===== src/rtl/core/rc4_variant_challenge_base64_core_macros.svh =====
// Assertion helpers shared by the core modules.
// Each module that uses them has clk and rst_n in scope.
`ifndef RC4_VARIANT_CHALLENGE_BASE64_CORE_MACROS_SVH
`define RC4_VARIANT_CHALLENGE_BASE64_CORE_MACROS_SVH

// Same-cycle implication
`define RVC_ASSERT_IMP(lbl, pre, post, msg) \
    lbl: assert property (@(posedge clk) disable iff (!rst_n) (pre) |-> (post)) \
        else $error(msg);

// Next-cycle implication
`define RVC_ASSERT_NXT(lbl, pre, post, msg) \
    lbl: assert property (@(posedge clk) disable iff (!rst_n) (pre) |=> (post)) \
        else $error(msg);

`endif


===== src/rtl/core/rc4vc_pkg.sv =====
package rc4vc_pkg;

    // Key register
    localparam int KEY_W     = 48;
    localparam int KEY_EXT_W = 64;
    localparam logic [KEY_W-1:0] KEY_RESET = 48'h396333453679;

    // Challenge framing
    localparam int POS_W = 5;
    localparam logic [POS_W-1:0] POS_LAST = 5'd19;
    localparam int CHARS_PER_GROUP = 4;
    localparam int CHAR_W = 7;

    // What an encrypted byte does to the base64 packer
    typedef enum logic [1:0] {
        KIND_HOLD  = 2'd0,
        KIND_GROUP = 2'd1,
        KIND_FINAL = 2'd2
    } kind_t;

    // Classified challenge byte, front to engine
    typedef struct packed {
        logic [7:0] data;
        logic       first;
        kind_t      kind;
    } item_t;

    // Encrypted byte, engine to packer
    typedef struct packed {
        logic [7:0] data;
        kind_t      kind;
    } enc_t;

    // Engine sequencer states
    typedef enum logic [3:0] {
        ST_IDLE,
        ST_KS_INIT,
        ST_KS_RI,
        ST_KS_RJ,
        ST_KS_WI,
        ST_KS_WJ,
        ST_RA,
        ST_RB,
        ST_WA,
        ST_WB,
        ST_RK,
        ST_HAND
    } eng_state_t;

    // ASCII code points used by the alphabet
    localparam logic [CHAR_W-1:0] CH_PLUS  = 7'd43;
    localparam logic [CHAR_W-1:0] CH_SLASH = 7'd47;
    localparam logic [CHAR_W-1:0] CH_UPPER = 7'd65;
    localparam logic [CHAR_W-1:0] CH_LOWER_OFS = 7'd71;  // 'a' - 26
    localparam logic [CHAR_W-1:0] CH_DIGIT_OFS = 7'd4;   // 52 - '0'

    // Base64 alphabet lookup
    function automatic logic [CHAR_W-1:0] b64_char(input logic [5:0] s);
        logic [CHAR_W-1:0] w;
        w = {1'b0, s};
        if (s < 6'd26)
            return CH_UPPER + w;
        else if (s < 6'd52)
            return w + CH_LOWER_OFS;
        else if (s < 6'd62)
            return w - CH_DIGIT_OFS;
        else if (s == 6'd62)
            return CH_PLUS;
        else
            return CH_SLASH;
    endfunction

endpackage


===== src/rtl/core/rc4vc_front.sv =====
`include "rc4_variant_challenge_base64_core_macros.svh"

module rc4vc_front (
    input  logic                clk,
    input  logic                rst_n,
    input  logic                in_valid,
    output logic                in_ready,
    input  logic [7:0]          challenge_byte,
    output logic                q_valid,
    output rc4vc_pkg::item_t    q_item,
    input  logic                q_pop
);
    import rc4vc_pkg::*;

    logic [POS_W-1:0] pos_reg, pos_next;
    logic [1:0]       ph_reg, ph_next;
    item_t            q_mem [2];
    logic             wr_ptr_reg, rd_ptr_reg;
    logic [1:0]       cnt_reg, cnt_next;
    logic             push;
    item_t            cls;

    assign in_ready = (cnt_reg != 2'd2);
    assign push     = in_valid && in_ready;
    assign q_valid  = (cnt_reg != 2'd0);
    assign q_item   = q_mem[rd_ptr_reg];

    // Classify by position in the challenge
    always_comb
    begin
        cls.data  = challenge_byte;
        cls.first = (pos_reg == '0);
        if (pos_reg == POS_LAST)
            cls.kind = KIND_FINAL;
        else if (ph_reg == 2'd2)
            cls.kind = KIND_GROUP;
        else
            cls.kind = KIND_HOLD;
    end

    // Position and group phase advance
    always_comb
    begin
        if (pos_reg == POS_LAST)
        begin
            pos_next = '0;
            ph_next  = 2'd0;
        end
        else
        begin
            pos_next = pos_reg + 1'b1;
            ph_next  = (ph_reg == 2'd2) ? 2'd0 : ph_reg + 1'b1;
        end
    end

    always_comb
    begin
        cnt_next = cnt_reg;
        if (push && !q_pop)
            cnt_next = cnt_reg + 1'b1;
        else if (!push && q_pop)
            cnt_next = cnt_reg - 1'b1;
    end

    // Control registers
    always_ff @(posedge clk or negedge rst_n)
    begin
        if (!rst_n)
        begin
            pos_reg    <= '0;
            ph_reg     <= 2'd0;
            wr_ptr_reg <= 1'b0;
            rd_ptr_reg <= 1'b0;
            cnt_reg    <= 2'd0;
        end
        else
        begin
            cnt_reg <= cnt_next;
            if (push)
            begin
                pos_reg    <= pos_next;
                ph_reg     <= ph_next;
                wr_ptr_reg <= ~wr_ptr_reg;
            end
            if (q_pop)
                rd_ptr_reg <= ~rd_ptr_reg;
        end
    end

    // Two-entry queue storage
    always_ff @(posedge clk)
    begin
        if (push)
            q_mem[wr_ptr_reg] <= cls;
    end

    `RVC_ASSERT_IMP(a_pos_range, 1'b1, pos_reg <= POS_LAST, "challenge position out of range")
    `RVC_ASSERT_IMP(a_phase_start, pos_reg == '0, ph_reg == 2'd0, "group phase not aligned")
    `RVC_ASSERT_IMP(a_pop_nonempty, q_pop, cnt_reg != 2'd0, "pop from empty queue")

endmodule


===== src/rtl/core/rc4vc_engine.sv =====
`include "rc4_variant_challenge_base64_core_macros.svh"

module rc4vc_engine #(
    parameter int KEY_BYTES = 6
) (
    input  logic                         clk,
    input  logic                         rst_n,
    input  logic [rc4vc_pkg::KEY_W-1:0]  key,
    input  logic                         q_valid,
    input  rc4vc_pkg::item_t             q_item,
    output logic                         q_pop,
    output logic                         enc_valid,
    output rc4vc_pkg::enc_t              enc,
    input  logic                         enc_ready
);
    import rc4vc_pkg::*;

    localparam int KIDX_W = (KEY_BYTES > 1) ? $clog2(KEY_BYTES) : 1;

    eng_state_t       state_reg, state_next;
    logic [7:0]       c_reg;
    kind_t            kind_reg;
    logic [7:0]       a_reg, b_reg, j_reg, i_reg;
    logic [7:0]       sa_reg, sb_reg;
    logic [KIDX_W-1:0] kidx_reg;

    logic [7:0]       perm_mem [256];
    logic [7:0]       rdata_reg;
    logic             mem_we, mem_re;
    logic [7:0]       mem_waddr, mem_wdata, mem_raddr;

    logic [KEY_EXT_W-1:0] key_shift;
    logic [7:0]       kbyte, j_new, a_new, b_new;
    logic [KIDX_W-1:0] kidx_inc;

    // Key byte for the current schedule step
    assign key_shift = KEY_EXT_W'(key) >> {kidx_reg, 3'b000};
    assign kbyte     = key_shift[7:0];
    assign kidx_inc  = (kidx_reg == KIDX_W'(KEY_BYTES - 1)) ? '0 : kidx_reg + 1'b1;

    assign j_new = j_reg + rdata_reg + kbyte;
    assign a_new = a_reg + c_reg + 8'd1;
    assign b_new = b_reg + rdata_reg;

    assign enc.data = c_reg ^ rdata_reg;
    assign enc.kind = kind_reg;

    // Next state
    always_comb
    begin
        state_next = state_reg;
        unique case (state_reg)
            ST_IDLE:
                if (q_valid)
                    state_next = q_item.first ? ST_KS_INIT : ST_RA;
            ST_KS_INIT:
                if (i_reg == 8'hFF)
                    state_next = ST_KS_RI;
            ST_KS_RI: state_next = ST_KS_RJ;
            ST_KS_RJ: state_next = ST_KS_WI;
            ST_KS_WI: state_next = ST_KS_WJ;
            ST_KS_WJ: state_next = (i_reg == 8'hFF) ? ST_RA : ST_KS_RI;
            ST_RA:    state_next = ST_RB;
            ST_RB:    state_next = ST_WA;
            ST_WA:    state_next = ST_WB;
            ST_WB:    state_next = ST_RK;
            ST_RK:    state_next = ST_HAND;
            ST_HAND:
                if (enc_ready)
                    state_next = ST_IDLE;
            default:  state_next = ST_IDLE;
        endcase
    end

    // Memory port and handshake controls
    always_comb
    begin
        q_pop     = 1'b0;
        enc_valid = 1'b0;
        mem_we    = 1'b0;
        mem_re    = 1'b0;
        mem_waddr = i_reg;
        mem_wdata = i_reg;
        mem_raddr = i_reg;
        unique case (state_reg)
            ST_IDLE:    q_pop = q_valid;
            ST_KS_INIT: mem_we = 1'b1;
            ST_KS_RI:   mem_re = 1'b1;
            ST_KS_RJ:
            begin
                mem_re    = 1'b1;
                mem_raddr = j_new;
            end
            ST_KS_WI:
            begin
                mem_we    = 1'b1;
                mem_wdata = rdata_reg;
            end
            ST_KS_WJ:
            begin
                mem_we    = 1'b1;
                mem_waddr = j_reg;
                mem_wdata = sa_reg;
            end
            ST_RA:
            begin
                mem_re    = 1'b1;
                mem_raddr = a_new;
            end
            ST_RB:
            begin
                mem_re    = 1'b1;
                mem_raddr = b_new;
            end
            ST_WA:
            begin
                mem_we    = 1'b1;
                mem_waddr = a_reg;
                mem_wdata = rdata_reg;
            end
            ST_WB:
            begin
                mem_we    = 1'b1;
                mem_waddr = b_reg;
                mem_wdata = sa_reg;
            end
            ST_RK:
            begin
                mem_re    = 1'b1;
                mem_raddr = sa_reg + sb_reg;
            end
            ST_HAND:    enc_valid = 1'b1;
            default:    q_pop = 1'b0;
        endcase
    end

    // Sequencer and index registers
    always_ff @(posedge clk or negedge rst_n)
    begin
        if (!rst_n)
        begin
            state_reg <= ST_IDLE;
            a_reg     <= '0;
            b_reg     <= '0;
            j_reg     <= '0;
            i_reg     <= '0;
            kidx_reg  <= '0;
        end
        else
        begin
            state_reg <= state_next;
            unique case (state_reg)
                ST_IDLE:
                    if (q_valid && q_item.first)
                    begin
                        a_reg    <= '0;
                        b_reg    <= '0;
                        j_reg    <= '0;
                        i_reg    <= '0;
                        kidx_reg <= '0;
                    end
                ST_KS_INIT: i_reg <= i_reg + 8'd1;
                ST_KS_RJ:   j_reg <= j_new;
                ST_KS_WJ:
                begin
                    i_reg    <= i_reg + 8'd1;
                    kidx_reg <= kidx_inc;
                end
                ST_RA:      a_reg <= a_new;
                ST_RB:      b_reg <= b_new;
                default:    a_reg <= a_reg;
            endcase
        end
    end

    // Datapath holding registers
    always_ff @(posedge clk)
    begin
        if (state_reg == ST_IDLE && q_valid)
        begin
            c_reg    <= q_item.data;
            kind_reg <= q_item.kind;
        end
        if (state_reg == ST_KS_RJ || state_reg == ST_RB)
            sa_reg <= rdata_reg;
        if (state_reg == ST_WA)
            sb_reg <= rdata_reg;
    end

    // Permutation memory: one write, one registered read
    always_ff @(posedge clk)
    begin
        if (mem_we)
            perm_mem[mem_waddr] <= mem_wdata;
    end

    always_ff @(posedge clk)
    begin
        if (mem_re)
            rdata_reg <= perm_mem[mem_raddr];
    end

    `RVC_ASSERT_NXT(a_ks_done, state_reg == ST_KS_WJ && i_reg == 8'hFF, state_reg == ST_RA, "key schedule did not hand over to byte step")
    `RVC_ASSERT_IMP(a_port_excl, mem_we, !mem_re, "memory read and write in one cycle")
    `RVC_ASSERT_NXT(a_hand_hold, enc_valid && !enc_ready, enc_valid && $stable(enc.data), "encrypted byte changed while stalled")

endmodule


===== src/rtl/core/rc4vc_b64.sv =====
`include "rc4_variant_challenge_base64_core_macros.svh"

module rc4vc_b64 (
    input  logic                            clk,
    input  logic                            rst_n,
    input  logic                            enc_valid,
    input  rc4vc_pkg::enc_t                 enc,
    output logic                            enc_ready,
    output logic                            out_valid,
    input  logic                            out_ready,
    output logic [rc4vc_pkg::CHAR_W-1:0]    out_char,
    output logic                            last_char
);
    import rc4vc_pkg::*;

    logic [15:0]       pend_reg;
    logic [CHAR_W-1:0] chr_reg [CHARS_PER_GROUP];
    logic [2:0]        cnt_reg;
    logic              fin_reg;
    logic [5:0]        sx [CHARS_PER_GROUP];
    logic [7:0]        b0, b1;
    logic              take;

    assign enc_ready = (cnt_reg == 3'd0);
    assign take      = enc_valid && enc_ready;
    assign out_valid = (cnt_reg != 3'd0);
    assign out_char  = chr_reg[0];
    assign last_char = fin_reg && (cnt_reg == 3'd1);
    assign b0        = pend_reg[15:8];
    assign b1        = pend_reg[7:0];

    // Sextets of a full or closing group
    always_comb
    begin
        unique case (enc.kind)
            KIND_FINAL:
            begin
                sx[0] = b1[7:2];
                sx[1] = {b1[1:0], enc.data[7:4]};
                sx[2] = {enc.data[3:0], 2'b00};
                sx[3] = 6'd0;
            end
            default:
            begin
                sx[0] = b0[7:2];
                sx[1] = {b0[1:0], b1[7:4]};
                sx[2] = {b1[3:0], enc.data[7:6]};
                sx[3] = enc.data[5:0];
            end
        endcase
    end

    // Character count and pending bytes
    always_ff @(posedge clk or negedge rst_n)
    begin
        if (!rst_n)
        begin
            pend_reg <= '0;
            cnt_reg  <= 3'd0;
            fin_reg  <= 1'b0;
        end
        else if (take)
        begin
            if (enc.kind == KIND_HOLD)
                pend_reg <= {pend_reg[7:0], enc.data};
            else
            begin
                pend_reg <= '0;
                cnt_reg  <= 3'(CHARS_PER_GROUP);
                fin_reg  <= (enc.kind == KIND_FINAL);
            end
        end
        else if (out_valid && out_ready)
            cnt_reg <= cnt_reg - 3'd1;
    end

    // Output character shift register
    always_ff @(posedge clk)
    begin
        if (take)
        begin
            for (int k = 0; k < CHARS_PER_GROUP; k++)
                chr_reg[k] <= b64_char(sx[k]);
        end
        else if (out_valid && out_ready)
        begin
            for (int k = 0; k < CHARS_PER_GROUP - 1; k++)
                chr_reg[k] <= chr_reg[k+1];
        end
    end

    `RVC_ASSERT_NXT(a_group_load, take && enc.kind != KIND_HOLD, out_valid && cnt_reg == 3'd4, "group did not load four characters")
    `RVC_ASSERT_NXT(a_final_clear, take && enc.kind == KIND_FINAL, pend_reg == 16'd0, "pending bytes kept after closing group")

endmodule


===== src/rtl/core/rc4_variant_challenge_base64_core.sv =====
// Channel     | Handshake              | Payload
// ------------+------------------------+----------------------------------
// input       | in_valid / in_ready    | challenge_byte[7:0]
// output      | out_valid / out_ready  | out_char[6:0], last_char
// key config  | key_wr_en (no wait)    | key_wr_data[47:0]
//
// First byte of a challenge: queue pop, table fill, the key schedule steps
// (read S[i], read S[j], write S[i], write S[j]), then the byte step.
// Other bytes: pop, five single-port RAM steps, hand-off.
// Hand-off stalls while the packer still holds characters of the last group.
// Four characters leave per group; a two-entry input queue keeps accepting
// while the packer drains. Reset is asynchronous active low; the key
// returns to "y6E3c9" and the position to the start of a challenge.
module rc4_variant_challenge_base64_core #(
    parameter int KEY_BYTES = 6
) (
    input  logic                            clk,
    input  logic                            rst_n,
    input  logic                            in_valid,
    output logic                            in_ready,
    input  logic [7:0]                      challenge_byte,
    output logic                            out_valid,
    input  logic                            out_ready,
    output logic [rc4vc_pkg::CHAR_W-1:0]    out_char,
    output logic                            last_char,
    input  logic                            key_wr_en,
    input  logic [rc4vc_pkg::KEY_W-1:0]     key_wr_data
);
    import rc4vc_pkg::*;

    logic [KEY_W-1:0] key_reg;
    logic             q_valid, q_pop;
    item_t            q_item;
    logic             enc_valid, enc_ready;
    enc_t             enc;

    // Key register
    always_ff @(posedge clk or negedge rst_n)
    begin
        if (!rst_n)
            key_reg <= KEY_RESET;
        else if (key_wr_en)
            key_reg <= key_wr_data;
    end

    rc4vc_front u_front (
        .clk            (clk),
        .rst_n          (rst_n),
        .in_valid       (in_valid),
        .in_ready       (in_ready),
        .challenge_byte (challenge_byte),
        .q_valid        (q_valid),
        .q_item         (q_item),
        .q_pop          (q_pop)
    );

    rc4vc_engine #(
        .KEY_BYTES (KEY_BYTES)
    ) u_engine (
        .clk       (clk),
        .rst_n     (rst_n),
        .key       (key_reg),
        .q_valid   (q_valid),
        .q_item    (q_item),
        .q_pop     (q_pop),
        .enc_valid (enc_valid),
        .enc       (enc),
        .enc_ready (enc_ready)
    );

    rc4vc_b64 u_b64 (
        .clk       (clk),
        .rst_n     (rst_n),
        .enc_valid (enc_valid),
        .enc       (enc),
        .enc_ready (enc_ready),
        .out_valid (out_valid),
        .out_ready (out_ready),
        .out_char  (out_char),
        .last_char (last_char)
    );

endmodule


===== config.mk =====
export PLATFORM = sky130hd
export DESIGN_NAME = rc4_variant_challenge_base64_core
export DESIGN_NICKNAME = d
export VERILOG_FILES = /design/src/rtl/core/rc4vc_pkg.sv /design/src/rtl/core/rc4vc_front.sv /design/src/rtl/core/rc4vc_engine.sv /design/src/rtl/core/rc4vc_b64.sv /design/src/rtl/core/rc4_variant_challenge_base64_core.sv
export VERILOG_INCLUDE_DIRS = /design/src /design/src/rtl/core
export SDC_FILE = /design/constraint.sdc
export NUM_CORES = 2
export LEC_CHECK = 0
export ABC_AREA = 1
export ABC_CLOCK_PERIOD_IN_PS = 13000
export BUFFER_PORTS_ARGS = -buffer_cell sky130_fd_sc_hd__buf_2
export CAP_MARGIN = 20
export CORE_UTILIZATION = 40
export CTS_CLUSTER_SIZE = 14
export DETAILED_ROUTE_END_ITERATION = 7
export GPL_TIMING_DRIVEN = 0
export PLACE_DENSITY = 0.64
export REMOVE_ABC_BUFFERS = 1
export SYNTH_ARGS = -nofsm -noshare
export SYNTH_HDL_FRONTEND = slang
export SYNTH_HIERARCHICAL = 1
export SYNTH_SLANG_ARGS = --single-unit

===== constraint.sdc =====
create_clock -name clk -period 13 [get_ports clk]
set_clock_uncertainty 0.1 [all_clocks]
set_input_delay 1.3 -clock clk [delete_from_list [all_inputs] [get_ports clk]]
set_output_delay 1.3 -clock clk [all_outputs]
set_load 0.005 [all_outputs]

==> impl_metrics.csv <==
group,metric,value,unit
route,drt_first_pass_iters,8,
place,dpl.hpwl,168,mm
sta,layout_setup_ws,4.21,ns
clock_tree,root_buffer,"clkbuf_16",
yosys,synthTopCellsByArea,"edfxtp_1 (63%), nand3_1 (9.3%), nand2_1 (8.2%)",
run_status,outcome,"complete, no violations",
route,num_vias,70400,
die,core,252000,sq um
setup_path,arrival,9.37,ns
sta,fmax,0.114,GHz
setup_path,crit_path_top_delay_cell,"dfrtp_1",
finish,fin_nets,9622,
route,wirelength,275,mm
setup_path,critPathMostFrequentCell,"nand2_1",
finish,post-route-util,0.453,
yosys,synth_mux_area_frac,0.00122,
clock_tree,post_cts_buffers,0,
clock_tree,ctsHoldBuffers,0,
yosys,ys.flop_type,"edfxtp_1",
global_route,antenna_found_initial,10,
sta,hold_violations,0,
die,initial_core_util,0.404,
yosys,syn_area,102000,sq um
yosys,synthAdderAreaFrac,0.00794,
route,drc,0,
route,via_per_inst,5.40,
sta,finalSetupViolations,0,
setup_path,required,13.58,ns
yosys,ys_seq_area_frac,0.658,
die,io_pins,71,
finish,syn_to_final_growth,12.3,%
global_route,grt-ovfl-total,0,
route,ant_nets,0,
global_route,grt_pass1_vias,67900,
clock_tree,cts_buffers,226,
clock_tree,clk_latency,0.87,ns
sta,relSlewSlack,0.236,
flow_run,drv_cap,0,
clock_tree,cts-resized-gates,0,
yosys,ys.warnings.count,6,
global_route,grt_pass1_wl,416,mm
die,die_h,507,um
finish,layout-drive-gt1-share,0.0752,
yosys,synth_top_area_cell,"edfxtp_1",
clock_tree,htreeDepth,4,
finish,mostFrequentLayoutCell,"nand2_1",
clock_tree,path_clk_slew,0.06,ns
yosys,synth_edf_count,2132,
yosys,synth.avg_cell_area,10.6,sq um
sta,fin_crit_sh,0.676,
global_route,track_usage,0.211,
global_route,grt_max_degree,153,
min_path,hold_path_class,"in2async",
yosys,synthXorXnorAreaFrac,0.00258,
sta,worst_pin_slew,1.14,ns
sta,rsz0062_at_grt,"no",
yosys,synth_top_area_share,0.629,
yosys,synth_cells,9619,
clock_tree,cts_tree,"yes",
die,rows,184,
setup_path,startpoint_type,"flop",
setup_path,critPathKind,"reg2reg",
die,die_w,507,um
yosys,synth_top_family_by_area,"simple AND/OR/NAND/NOR gates",
setup_path,crit_path_end_kind,"flop",
route,dr.first_iter.drc_count,7853,
yosys,synth-simple-area-share,0.239,
sta,slew_violations,0,
setup_path,crit_fanout,124,
yosys,synth_cell_types,55,
place,io_buffers,70,
yosys,ys_async_sr_fraction,0.0524,
die,die_area,257000,sq um
setup_path,cpPeakStageDelay,0.88,ns
place,place.gp.congestion,0.882,
finish,final_cell_mix,"nand2_1 (2208), edfxtp_1 (2132), nand3_1 (1896), inv_1 (1155), nand3b_1 (573)",
yosys,synth_compound_area_frac,0.0197,
yosys,synth-seq-cells,2250,
route,wl_per_cell,21.1,um
finish,largest_reg_flops,2048,
sta,fin_crit,8.79,ns
clock_tree,clock_path_buffers,3,
sta,setup_tns,0,ns
place,dpl_worst_slack,4.27,ns
clock_tree,cts.sinks,2250,
[logic make-up after synthesis]
family                     Yosys count
DFF                               2250
buffers and inverters             1764
xor gates and xnor gates            30
and+or+nand+nor                   5200
muxes                               11
adders and majority gates           58
AOI/OAI and AO/OA                  306
[worst max-delay path, delay by kind of cell, from the launching register on]
family          cells  cell delay (ns)
compound gates      2             0.31
fa+ha+maj           1             0.52
buf+inv             7             2.99
flops               1             0.88
simple gates       18             3.44
[path summary, 6_finish.rpt]
check / startpoint / to / slack [ns] / depth (start not counted)
max: u_engine/kidx_reg[0] / u_engine/rdata_reg[0] / 4.21 / 28
min: rst_n / u_b64/pend_reg[6] / 0.20 / 1
max reg2reg: u_engine/kidx_reg[0] / u_engine/rdata_reg[0] / 4.21 / 28
min reg2reg: key_reg[18] / key_reg[18] / 0.36 / 2
max in group asynchronous: rst_n / key_reg[13] / 11.81 / 2
min in group clk: key_reg[18] / key_reg[18] / 0.36 / 2
[final cells by class]
cell class | instances | area, sq um
fillers | 22900 | 138000
flip-flops and latches | 2250 | 67000
multi-input cells | 5605 | 27800
clock buffers | 284 | 5940
inverters | 1180 | 4460
well taps | 3348 | 4190
repair buffers | 240 | 3660
clock inverters | 138 | 1340
diodes | 1 | 2.50
[Yosys cell counts, types with 12 or more instances]
master and number:
a21oi_1 39, buf_1 34, buf_2 397, buf_4 20, clkbuf_1 126, dfrtp_1 94, dfstp_2 24, edfxtp_1 2132
ha_1 47, inv_1 1155, inv_2 20, nand2_1 2227, nand2_2 30, nand3_1 1902, nand3b_1 573, nand4_1 12
nor2_1 401, nor2_2 14, nor3_1 13, o211ai_1 118, o21ai_0 87, xor2_1 23
[stage by stage]
stage               hold slack [ns]  cells  instance area [sq um]
global route                  0.173  13000                 114000
detailed placement            0.355  12600                 107000
CTS                           0.118  13000                 114000
finish                        0.198  13000                 114000
floorplan                     0.337   9035                  99000
global placement              0.353  12500                 104000
[metal layers]
layer	global-route usage	up-vias	share of wire
met5	0	-	0.00038
met4	0.0816	16	0.037
met3	0.0379	546	0.087
met2	0.341	3024	0.47
met1	0.283	34400	0.41
li1	-	32500	-
Power is left out: the tool's default activity adds up to more than one toggle a clock period on the data nets, which glitch-free logic cannot reach.
